==> src/design/crm_pkg.sv <==
// constants and field layout for the chunk received map
`timescale 1ns / 1ps

package crm_pkg;

    // command codes carried on s_axis_tuser
    localparam logic [1:0] CMD_CLEAR   = 2'd0;
    localparam logic [1:0] CMD_ADD     = 2'd1;
    localparam logic [1:0] CMD_REQUEST = 2'd2;

    localparam int CMD_W     = 2;
    localparam int CHUNK_W   = 16;
    localparam int COUNT_W   = 11;
    localparam int ENTRY_W   = 10;
    localparam int BYTES_W   = 7;

    // output tdata layout
    localparam int ENTRY_LSB   = 0;
    localparam int BYTES_LSB   = ENTRY_LSB + ENTRY_W;
    localparam int PRESENT_BIT = BYTES_LSB + BYTES_W;
    localparam int OUT_DATA_W  = 24;

endpackage

==> src/design/chunk_received_map_with_missing_list.sv <==
// chunk received map with first-missing pointer and missing-list generator
`timescale 1ns / 1ps

// Keeps one bit per chunk of a transfer in a byte-wide map memory plus a
// first-missing pointer. Commands arrive on s_axis_tuser: clear empties the
// map, add marks chunk s_axis_tdata and returns one transaction whose
// was_present bit tells whether it was already marked (or out of range),
// request returns the missing list in ascending order, a lone missing chunk
// as one entry and a run as two entries, high then low, at most MAX_ENTRIES
// entries, with tlast and the list length in bytes on the final one.
// Timing: one item at a time, s_axis_tready is high only while idle. Clear
// sweeps the ceil(min(MAX_CHUNKS,2047)/8) map bytes one byte per cycle (128
// bytes at the defaults); the same sweep runs once after reset before the
// first item is taken. Add reads the map byte, then writes it back and sends
// its reply once the result register is free. Request is served by the single
// bit-scan unit, which fetches a map byte and then examines one map bit per
// cycle; each entry waits until the pending one can move on to the result
// register. The chunk_count register may be written at any time on the cfg
// channel and is used as min(chunk_count, MAX_CHUNKS).
module chunk_received_map_with_missing_list
    import crm_pkg::*;
#(
    parameter int MAX_CHUNKS  = 1024,
    parameter int MAX_ENTRIES = 32
)
(
    input  logic                  clk,
    input  logic                  rst_n,
    // chunk_count write channel
    input  logic                  cfg_valid,
    output logic                  cfg_ready,
    input  logic [COUNT_W-1:0]    cfg_data,        // chunk_count
    // command stream
    input  logic                  s_axis_tvalid,
    output logic                  s_axis_tready,
    input  logic [CHUNK_W-1:0]    s_axis_tdata,    // chunk_number
    input  logic [CMD_W-1:0]      s_axis_tuser,    // command
    // result stream
    output logic                  m_axis_tvalid,
    input  logic                  m_axis_tready,
    output logic [OUT_DATA_W-1:0] m_axis_tdata,    // entry, list_bytes, was_present, zero pad
    output logic                  m_axis_tlast,    // last
    output logic                  m_axis_tuser     // no_entry
);

    // usable chunk range is bounded by the count register width
    localparam int LIMIT_I    = (MAX_CHUNKS > 2047) ? 2047 : MAX_CHUNKS;
    localparam int USED_BYTES = (LIMIT_I + 7) / 8;
    localparam int ADDR_W     = (USED_BYTES > 1) ? $clog2(USED_BYTES) : 1;
    localparam int CL_W       = $clog2(MAX_ENTRIES + 1);
    localparam int POS_W      = COUNT_W + 1;
    localparam logic [COUNT_W-1:0] LIMIT = COUNT_W'(LIMIT_I);

    typedef enum logic [8:0] {
        S_IDLE    = 9'b000000001,
        S_CLEAR   = 9'b000000010,
        S_ADD_RD  = 9'b000000100,
        S_ADD_WR  = 9'b000001000,
        S_SRD     = 9'b000010000,
        S_SBIT    = 9'b000100000,
        S_DECIDE  = 9'b001000000,
        S_EMIT_HI = 9'b010000000,
        S_EMIT_LO = 9'b100000000
    } state_t;

    // search phase; the final flush of the list is the separate flush_reg flag
    typedef enum logic [2:0] {
        PH_FIRST = 3'b001,
        PH_RUN   = 3'b010,
        PH_NEXT  = 3'b100
    } phase_t;

    state_t               state_reg, state_next;
    logic                 flush_reg, flush_next;
    phase_t               phase_reg, phase_next;
    logic                 target_reg, target_next;
    logic [POS_W-1:0]     pos_reg, pos_next;
    logic [COUNT_W-1:0]   cn_reg, cn_next;
    logic [COUNT_W-1:0]   fm_reg, fm_next;
    logic [CL_W-1:0]      cl_reg, cl_next;
    logic [ADDR_W-1:0]    clr_addr_reg, clr_addr_next;
    logic [COUNT_W-1:0]   count_reg, count_next;
    logic [COUNT_W-1:0]   add_num_reg, add_num_next;
    logic                 add_oor_reg, add_oor_next;
    logic [ENTRY_W-1:0]   pend_reg, pend_next;
    logic                 pend_valid_reg, pend_valid_next;
    logic                 out_valid_reg, out_valid_next;

    // output payload
    logic [ENTRY_W-1:0]   out_entry_reg, out_entry_next;
    logic                 out_last_reg, out_last_next;
    logic [BYTES_W-1:0]   out_bytes_reg, out_bytes_next;
    logic                 out_present_reg, out_present_next;
    logic                 out_none_reg, out_none_next;
    logic                 load_out;

    // map memory
    logic [7:0]           map_mem [USED_BYTES];
    logic [7:0]           rd_data_reg;
    logic                 mem_we, mem_re;
    logic [ADDR_W-1:0]    mem_waddr, mem_raddr;
    logic [7:0]           mem_wdata;

    logic [COUNT_W-1:0]   eff_count;
    logic                 in_fire, out_free, push_ok, at_end, search_done, cur_bit;
    logic                 add_present;
    logic [7:0]           bytes_wide;
    logic [POS_W-1:0]     pos_inc;

    assign cfg_ready     = 1'b1;
    assign s_axis_tready = (state_reg == S_IDLE) && !flush_reg;
    assign in_fire       = s_axis_tvalid && s_axis_tready;
    assign out_free      = !out_valid_reg || m_axis_tready;
    assign push_ok       = !pend_valid_reg || out_free;

    assign eff_count   = (count_reg > LIMIT) ? LIMIT : count_reg;
    assign at_end      = pos_reg >= {1'b0, eff_count};
    assign cur_bit     = rd_data_reg[pos_reg[2:0]];
    assign pos_inc     = pos_reg + POS_W'(1);
    assign add_present = add_oor_reg || rd_data_reg[add_num_reg[2:0]];
    assign bytes_wide  = 8'(cl_reg) << 1;

    assign m_axis_tvalid = out_valid_reg;
    assign m_axis_tlast  = out_last_reg;
    assign m_axis_tuser  = out_none_reg;
    always_comb
    begin
        m_axis_tdata = '0;
        m_axis_tdata[ENTRY_LSB +: ENTRY_W] = out_entry_reg;
        m_axis_tdata[BYTES_LSB +: BYTES_W] = out_bytes_reg;
        m_axis_tdata[PRESENT_BIT]          = out_present_reg;
    end

    always_comb
    begin
        state_next       = state_reg;
        flush_next       = flush_reg;
        phase_next       = phase_reg;
        target_next      = target_reg;
        pos_next         = pos_reg;
        cn_next          = cn_reg;
        fm_next          = fm_reg;
        cl_next          = cl_reg;
        clr_addr_next    = clr_addr_reg;
        count_next       = count_reg;
        add_num_next     = add_num_reg;
        add_oor_next     = add_oor_reg;
        pend_next        = pend_reg;
        pend_valid_next  = pend_valid_reg;
        out_valid_next   = out_valid_reg;
        out_entry_next   = out_entry_reg;
        out_last_next    = out_last_reg;
        out_bytes_next   = out_bytes_reg;
        out_present_next = out_present_reg;
        out_none_next    = out_none_reg;
        load_out         = 1'b0;
        mem_we           = 1'b0;
        mem_re           = 1'b0;
        mem_waddr        = clr_addr_reg;
        mem_raddr        = pos_reg[ADDR_W+2:3];
        mem_wdata        = 8'h00;
        search_done      = 1'b0;

        if (cfg_valid && cfg_ready)
        begin
            count_next = cfg_data;
        end

        if (out_valid_reg && m_axis_tready)
        begin
            out_valid_next = 1'b0;
        end

        if (flush_reg)
        begin
            // close the list: last pending entry or a no-entry transaction
            if (out_free)
            begin
                load_out         = 1'b1;
                out_entry_next   = pend_valid_reg ? pend_reg : '0;
                out_last_next    = 1'b1;
                out_bytes_next   = pend_valid_reg ? bytes_wide[BYTES_W-1:0] : '0;
                out_present_next = 1'b0;
                out_none_next    = !pend_valid_reg;
                pend_valid_next  = 1'b0;
                flush_next       = 1'b0;
            end
        end
        else
        begin
            case (state_reg)
                S_IDLE:
                begin
                    if (in_fire)
                    begin
                        case (s_axis_tuser)
                            CMD_CLEAR:
                            begin
                                fm_next       = '0;
                                clr_addr_next = '0;
                                state_next    = S_CLEAR;
                            end
                            CMD_ADD:
                            begin
                                add_num_next = s_axis_tdata[COUNT_W-1:0];
                                add_oor_next = s_axis_tdata >= {5'b0, eff_count};
                                state_next   = S_ADD_RD;
                            end
                            CMD_REQUEST:
                            begin
                                pos_next    = {1'b0, fm_reg};
                                target_next = 1'b0;
                                phase_next  = PH_FIRST;
                                cl_next     = '0;
                                state_next  = S_SRD;
                            end
                            default:
                            begin
                                state_next = S_IDLE;
                            end
                        endcase
                    end
                end
                S_CLEAR:
                begin
                    mem_we = 1'b1;
                    if (clr_addr_reg == ADDR_W'(USED_BYTES - 1))
                    begin
                        state_next = S_IDLE;
                    end
                    else
                    begin
                        clr_addr_next = clr_addr_reg + ADDR_W'(1);
                    end
                end
                S_ADD_RD:
                begin
                    mem_re     = !add_oor_reg;
                    mem_raddr  = add_num_reg[ADDR_W+2:3];
                    state_next = S_ADD_WR;
                end
                S_ADD_WR:
                begin
                    if (out_free)
                    begin
                        mem_we    = !add_present;
                        mem_waddr = add_num_reg[ADDR_W+2:3];
                        mem_wdata = rd_data_reg | (8'h01 << add_num_reg[2:0]);
                        load_out         = 1'b1;
                        out_entry_next   = '0;
                        out_last_next    = 1'b1;
                        out_bytes_next   = '0;
                        out_present_next = add_present;
                        out_none_next    = 1'b1;
                        state_next       = S_IDLE;
                    end
                end
                S_SRD:
                begin
                    if (at_end)
                    begin
                        search_done = 1'b1;
                    end
                    else
                    begin
                        mem_re     = 1'b1;
                        state_next = S_SBIT;
                    end
                end
                S_SBIT:
                begin
                    if (at_end || (cur_bit == target_reg))
                    begin
                        search_done = 1'b1;
                    end
                    else
                    begin
                        pos_next = pos_inc;
                        if (pos_reg[2:0] == 3'd7)
                        begin
                            state_next = S_SRD;
                        end
                    end
                end
                S_DECIDE:
                begin
                    // one slot left: the run or single goes out as its low number
                    if (cl_reg == CL_W'(MAX_ENTRIES - 1))
                    begin
                        state_next = S_EMIT_LO;
                    end
                    else
                    begin
                        pos_next    = pos_inc;
                        target_next = 1'b1;
                        phase_next  = PH_RUN;
                        state_next  = S_SRD;
                    end
                end
                S_EMIT_HI:
                begin
                    if (push_ok)
                    begin
                        pend_next  = ENTRY_W'(pos_reg - POS_W'(1));
                        cl_next    = cl_reg + CL_W'(1);
                        state_next = S_EMIT_LO;
                    end
                end
                S_EMIT_LO:
                begin
                    if (push_ok)
                    begin
                        pend_next = cn_reg[ENTRY_W-1:0];
                        cl_next   = cl_reg + CL_W'(1);
                        if (cl_reg >= CL_W'(MAX_ENTRIES - 1))
                        begin
                            flush_next = 1'b1;
                            state_next = S_IDLE;
                        end
                        else
                        begin
                            pos_next    = pos_inc;
                            target_next = 1'b0;
                            phase_next  = PH_NEXT;
                            state_next  = S_SRD;
                        end
                    end
                end
                default:
                begin
                    state_next = S_IDLE;
                end
            endcase

            // a new entry pushes the previous one out to the result register
            if ((state_reg == S_EMIT_HI || state_reg == S_EMIT_LO) && push_ok)
            begin
                pend_valid_next = 1'b1;
                if (pend_valid_reg)
                begin
                    load_out         = 1'b1;
                    out_entry_next   = pend_reg;
                    out_last_next    = 1'b0;
                    out_bytes_next   = '0;
                    out_present_next = 1'b0;
                    out_none_next    = 1'b0;
                end
            end

            if (search_done)
            begin
                case (phase_reg)
                    PH_FIRST:
                    begin
                        fm_next = pos_reg[COUNT_W-1:0];
                        cn_next = pos_reg[COUNT_W-1:0];
                        if (at_end)
                        begin
                            flush_next = 1'b1;
                            state_next = S_IDLE;
                        end
                        else
                        begin
                            state_next = S_DECIDE;
                        end
                    end
                    PH_RUN:
                    begin
                        // first present chunk right after a missing one: a single
                        if (pos_reg == ({1'b0, cn_reg} + POS_W'(1)))
                        begin
                            state_next = S_EMIT_LO;
                        end
                        else
                        begin
                            state_next = S_EMIT_HI;
                        end
                    end
                    PH_NEXT:
                    begin
                        cn_next = pos_reg[COUNT_W-1:0];
                        if (at_end)
                        begin
                            flush_next = 1'b1;
                            state_next = S_IDLE;
                        end
                        else
                        begin
                            state_next = S_DECIDE;
                        end
                    end
                    default:
                    begin
                        state_next = S_IDLE;
                    end
                endcase
            end
        end

        if (load_out)
        begin
            out_valid_next = 1'b1;
        end
    end

    // control state
    always_ff @(posedge clk or negedge rst_n)
    begin
        if (!rst_n)
        begin
            state_reg      <= S_CLEAR;   // map sweep after reset
            flush_reg      <= 1'b0;
            phase_reg      <= PH_FIRST;
            target_reg     <= 1'b0;
            pos_reg        <= '0;
            cn_reg         <= '0;
            fm_reg         <= '0;
            cl_reg         <= '0;
            clr_addr_reg   <= '0;
            count_reg      <= '0;
            add_oor_reg    <= 1'b0;
            pend_valid_reg <= 1'b0;
            out_valid_reg  <= 1'b0;
        end
        else
        begin
            state_reg      <= state_next;
            flush_reg      <= flush_next;
            phase_reg      <= phase_next;
            target_reg     <= target_next;
            pos_reg        <= pos_next;
            cn_reg         <= cn_next;
            fm_reg         <= fm_next;
            cl_reg         <= cl_next;
            clr_addr_reg   <= clr_addr_next;
            count_reg      <= count_next;
            add_oor_reg    <= add_oor_next;
            pend_valid_reg <= pend_valid_next;
            out_valid_reg  <= out_valid_next;
        end
    end

    // payload registers
    always_ff @(posedge clk)
    begin
        add_num_reg     <= add_num_next;
        pend_reg        <= pend_next;
        out_entry_reg   <= out_entry_next;
        out_last_reg    <= out_last_next;
        out_bytes_reg   <= out_bytes_next;
        out_present_reg <= out_present_next;
        out_none_reg    <= out_none_next;
    end

    // map memory, one write and one registered read port
    always_ff @(posedge clk)
    begin
        if (mem_we)
        begin
            map_mem[mem_waddr] <= mem_wdata;
        end
        if (mem_re)
        begin
            rd_data_reg <= map_mem[mem_raddr];
        end
    end

endmodule

==> config.mk <==
export PLATFORM = sky130hd
export DESIGN_NAME = chunk_received_map_with_missing_list
export DESIGN_NICKNAME = d
export VERILOG_FILES = /design/src/design/crm_pkg.sv /design/src/design/chunk_received_map_with_missing_list.sv
export SDC_FILE = /design/constraint.sdc
export NUM_CORES = 2
export LEC_CHECK = 0
export BUFFER_PORTS_ARGS = -buffer_cell sky130_fd_sc_hd__buf_2
export CAP_MARGIN = 20
export CORE_MARGIN = 3
export CORE_UTILIZATION = 27
export CTS_CLUSTER_SIZE = 30
export DETAILED_ROUTE_END_ITERATION = 7
export PLACE_DENSITY_LB_ADDON = 0.12
export SETUP_SLACK_MARGIN = 0.5
export SLEW_MARGIN = 20
export SYNTH_ARGS = -nofsm -noshare
export SYNTH_HDL_FRONTEND = slang
export SYNTH_SLANG_ARGS = --single-unit
==> constraint.sdc <==
create_clock -name clk -period 15.2 [get_ports clk]
set_input_delay 0.76 -clock clk [delete_from_list [all_inputs] [get_ports clk]]
set_output_delay 0.76 -clock clk [all_outputs]
set_load 0.02 [all_outputs]
==> flow_summary.yaml <==
outcome:
  outcome: "completed"
global_route:
  grt-ovfl-total: 0
  grt.met2_usage_pct: 26.1
  grt_util_met1_pct: 22.9
  grt_pass1_vias: 28300
  top_usage_layer: "met2"
  grt_pass1_wl_um: 216000
  met3_usage_pct: 3.07
  grt_start_max_net_pins: 100
  antenna_found_initial: 1
  gr-usage-all-layers_pct: 16.5
synthesis:
  synth_warnings: 0
  ys_types: 83
  synth_area_per_cell_sq_um: 13.9
  yosysMostFrequentCell: "edfxtp_1"
  netlist_top_cells_count: "edfxtp_1 (1071), nand2_1 (571), nor2_1 (248)"
  postSynth.asyncResetShare_pct: 6.54
  ys_seq_area_share_pct: 71.7
  synth_compound_area_share_pct: 9.00
  synth.cell_area_sq_mm: 0.0475
  synth_top_area_share_pct: 67.7
  yosys.area_share.adder_pct: 0.738
  synth_xor_area_share_pct: 0.498
  synth_top_area_cell: "edfxtp_1"
  synthFlopType: "edfxtp_1"
  ys_ff_latch: 1147
  ys_top_cells_by_area: "edfxtp_1 (68%), mux2i_1 (4.8%), nand2_1 (4.5%)"
  synth_top_family_by_area: "simple AND/OR/NAND/NOR gates"
  synth_edf_count: 1071
  synthMuxAreaShare_pct: 5.90
  synthSimpleGateAreaFrac_pct: 9.54
  syn_inst: 3408
layout:
  syn2layout_area_growth_pct: 14.7
  final_core_util_pct: 31.2
  drive_above_1_share_pct: 11.0
  final_nets: 3529
  largest_reg_flops: 1024
  final_cells: 5896
power_and_ir_drop:
  p_sw_w: 0.00321
  p_leak_nw: 18.6
  vdd_ir_drop_max_mv: 0.139
  p_int_w: 0.00608
  p_sw_share_pct: 34.6
  power_w: 0.00929
  clockPowerShare_pct: 33.2
  p_seq_share_pct: 39.2
  p_per_area_mw_per_mm2: 170
  combPwrFrac_pct: 27.6
setup_path:
  worstPathArrival_ns: 6.09
  end_kind: "flip-flop"
  crit_top_cell: "buf_4"
  reg2reg_setup_slack_ns: 9.59
  crit_chain: "buf_4 > nor4b_1 > nand4_1 > and2_4 > buf_4 > buf_12 > nor2_4 > buf_4 > a31oi_1 > a21oi_1 > a31oi_1 > o2bb2ai_1 > nor3_2"
  rr_worst_depth: 13
  crit_start: "flush_reg"
  critPathSlowestCell: "buf_4"
  crit_path_max_fanout: 99
  start_kind: "flip-flop"
  critical_path_required_ns: 15.67
  timing.rr.start: "flush_reg"
  critPathKind: "flip-flop to flip-flop"
  cp_slowest_stage_delay_ns: 0.81
placed_design:
  place_hpwl_um: 91000
  io_buffers: 55
  place.gp.congestion: 0.751
  placedCellCount: 5656
sta:
  hold_violations: 0
  slew_headroom_pct: 24.5
  post-route-period-util_pct: 36.9
  rsz0062_at_grt: "no"
  max_freq_mhz: 178
  hold-worst-slack_ns: 0.240
  setup_viol: 0
  slew_violations: 0
  setup_tns_ns: 0
  period_needed_ns: 5.61
  skew_ns: 0.0283
  worstMarginPinSlew_ns: 1.13
route:
  drt_drc_violations_left: 0
  drt-initial-drc-count: 2277
  drt-total-wl_um: 150000
  antenna_left: 0
  dr_total_vias: 28500
  viasPerCell: 4.83
  wl_per_cell_um: 25.5
  dr.pass1.iters: 5
floorplanning:
  fp.dieArea_sq_mm: 0.181
  core_area_sq_mm: 0.174
  die_h_um: 425
  start_util_pct: 27.2
  rows: 153
  die_w_um: 425
  io_pins: 63
clock_network:
  cts_buffers: 133
  clk_pin_slew_ns: 0.06
  cts.sinks: 1147
  clk_latency_ns: 0.76
  hold_buffers: 1
  root_buffer: "clkbuf_16"
  postCtsSetupBuffers: 0
  cts_max_level: 4
  tritoncts: "done"
  clock_path_buffers: 3
  cts_resized: 0
hold_path:
  worstHoldStart: "cfg_data[0]"
  hold_class: "primary input to flip-flop"
  whs_path_depth: 2
run:
  cap_violations: 0
## through the flow
stage	area, sq um	worst slack (ns)
finish	54500	9.59
detailed placement	50400	9.45
CTS	54500	9.43
global placement	50300	9.16
global route	54500	9.32
floorplan	47500	9.52
## placed cells by master, fill, tap and decap left out, drive strengths merged, types with 20 or more instances in the layout
master   synthesis  routed
inv             23      31
ha              28      28
a22o            31      31
nand3          101     101
buf            120     129
nor2           252     252
nand2          574     574
o221ai          48      48
a21oi          226     226
clkinv           0      43
mux2            24      24
a31oi           74      74
nor3            25      25
o21ai           53      53
a2111oi         42      42
edfxtp        1071    1071
o22ai           86      86
mux2i          228     228
dfrtp           73      73
clkbuf          91     178
nor4            20      20
## per-layer routing
metal,vias up,wire length [um]
li1,13100,-
met1,14600,69400
met2,616,70300
met3,187,6970
met4,0,3700
met5,-,0
## power groups by stage
stage	clock, W	combinational, W	sequential [W]
CTS	0.00317	0.00261	0.00364
global route	0.00329	0.00276	0.00365
floorplan	0	0.00163	0.00368
global placement	0	0.00260	0.00371
finish	0.00308	0.00256	0.00364
detailed placement	0	0.00260	0.00371
## worst max-delay path: cells and delay by family (launching register included)
| kind | cells | cell delay, ns |
|---|---|---|
| buffers and inverters | 4 | 1.78 |
| DFF | 1 | 0.38 |
| AOI/OAI and AO/OA | 4 | 1.37 |
| and+or+nand+nor | 5 | 1.60 |
## layout make-up
cell class / instances / area (sq um)
Fill cell: 17200 / 120000
Timing Repair Buffer: 130 / 917
Inverter: 23 / 86.3
Multi-Input combinational cell: 2032 / 12400
Clock inverter: 60 / 505
Tap cell: 2325 / 2910
Antenna cell: 1 / 2.50
Clock buffer: 178 / 3600
Sequential cell: 1147 / 34100
## worst paths after layout
check / end
worst max-delay path: rd_data_reg[1]
worst min-delay path: count_reg[0]
max in group asynchronous: clr_addr_reg[2]
worst max register to register: rd_data_reg[1]
worst min register to register: fm_reg[1]
min in group asynchronous: cn_reg[3]
## cells by family after synthesis
kind of cell | count (synthesis)
flops | 1147
simple gates | 1055
compound gates | 652
mux | 263
buf+inv | 234
fa+ha+maj | 28
xor+xnor | 27
other cells | 2
Note: power is estimated with default switching activity, not from simulation.
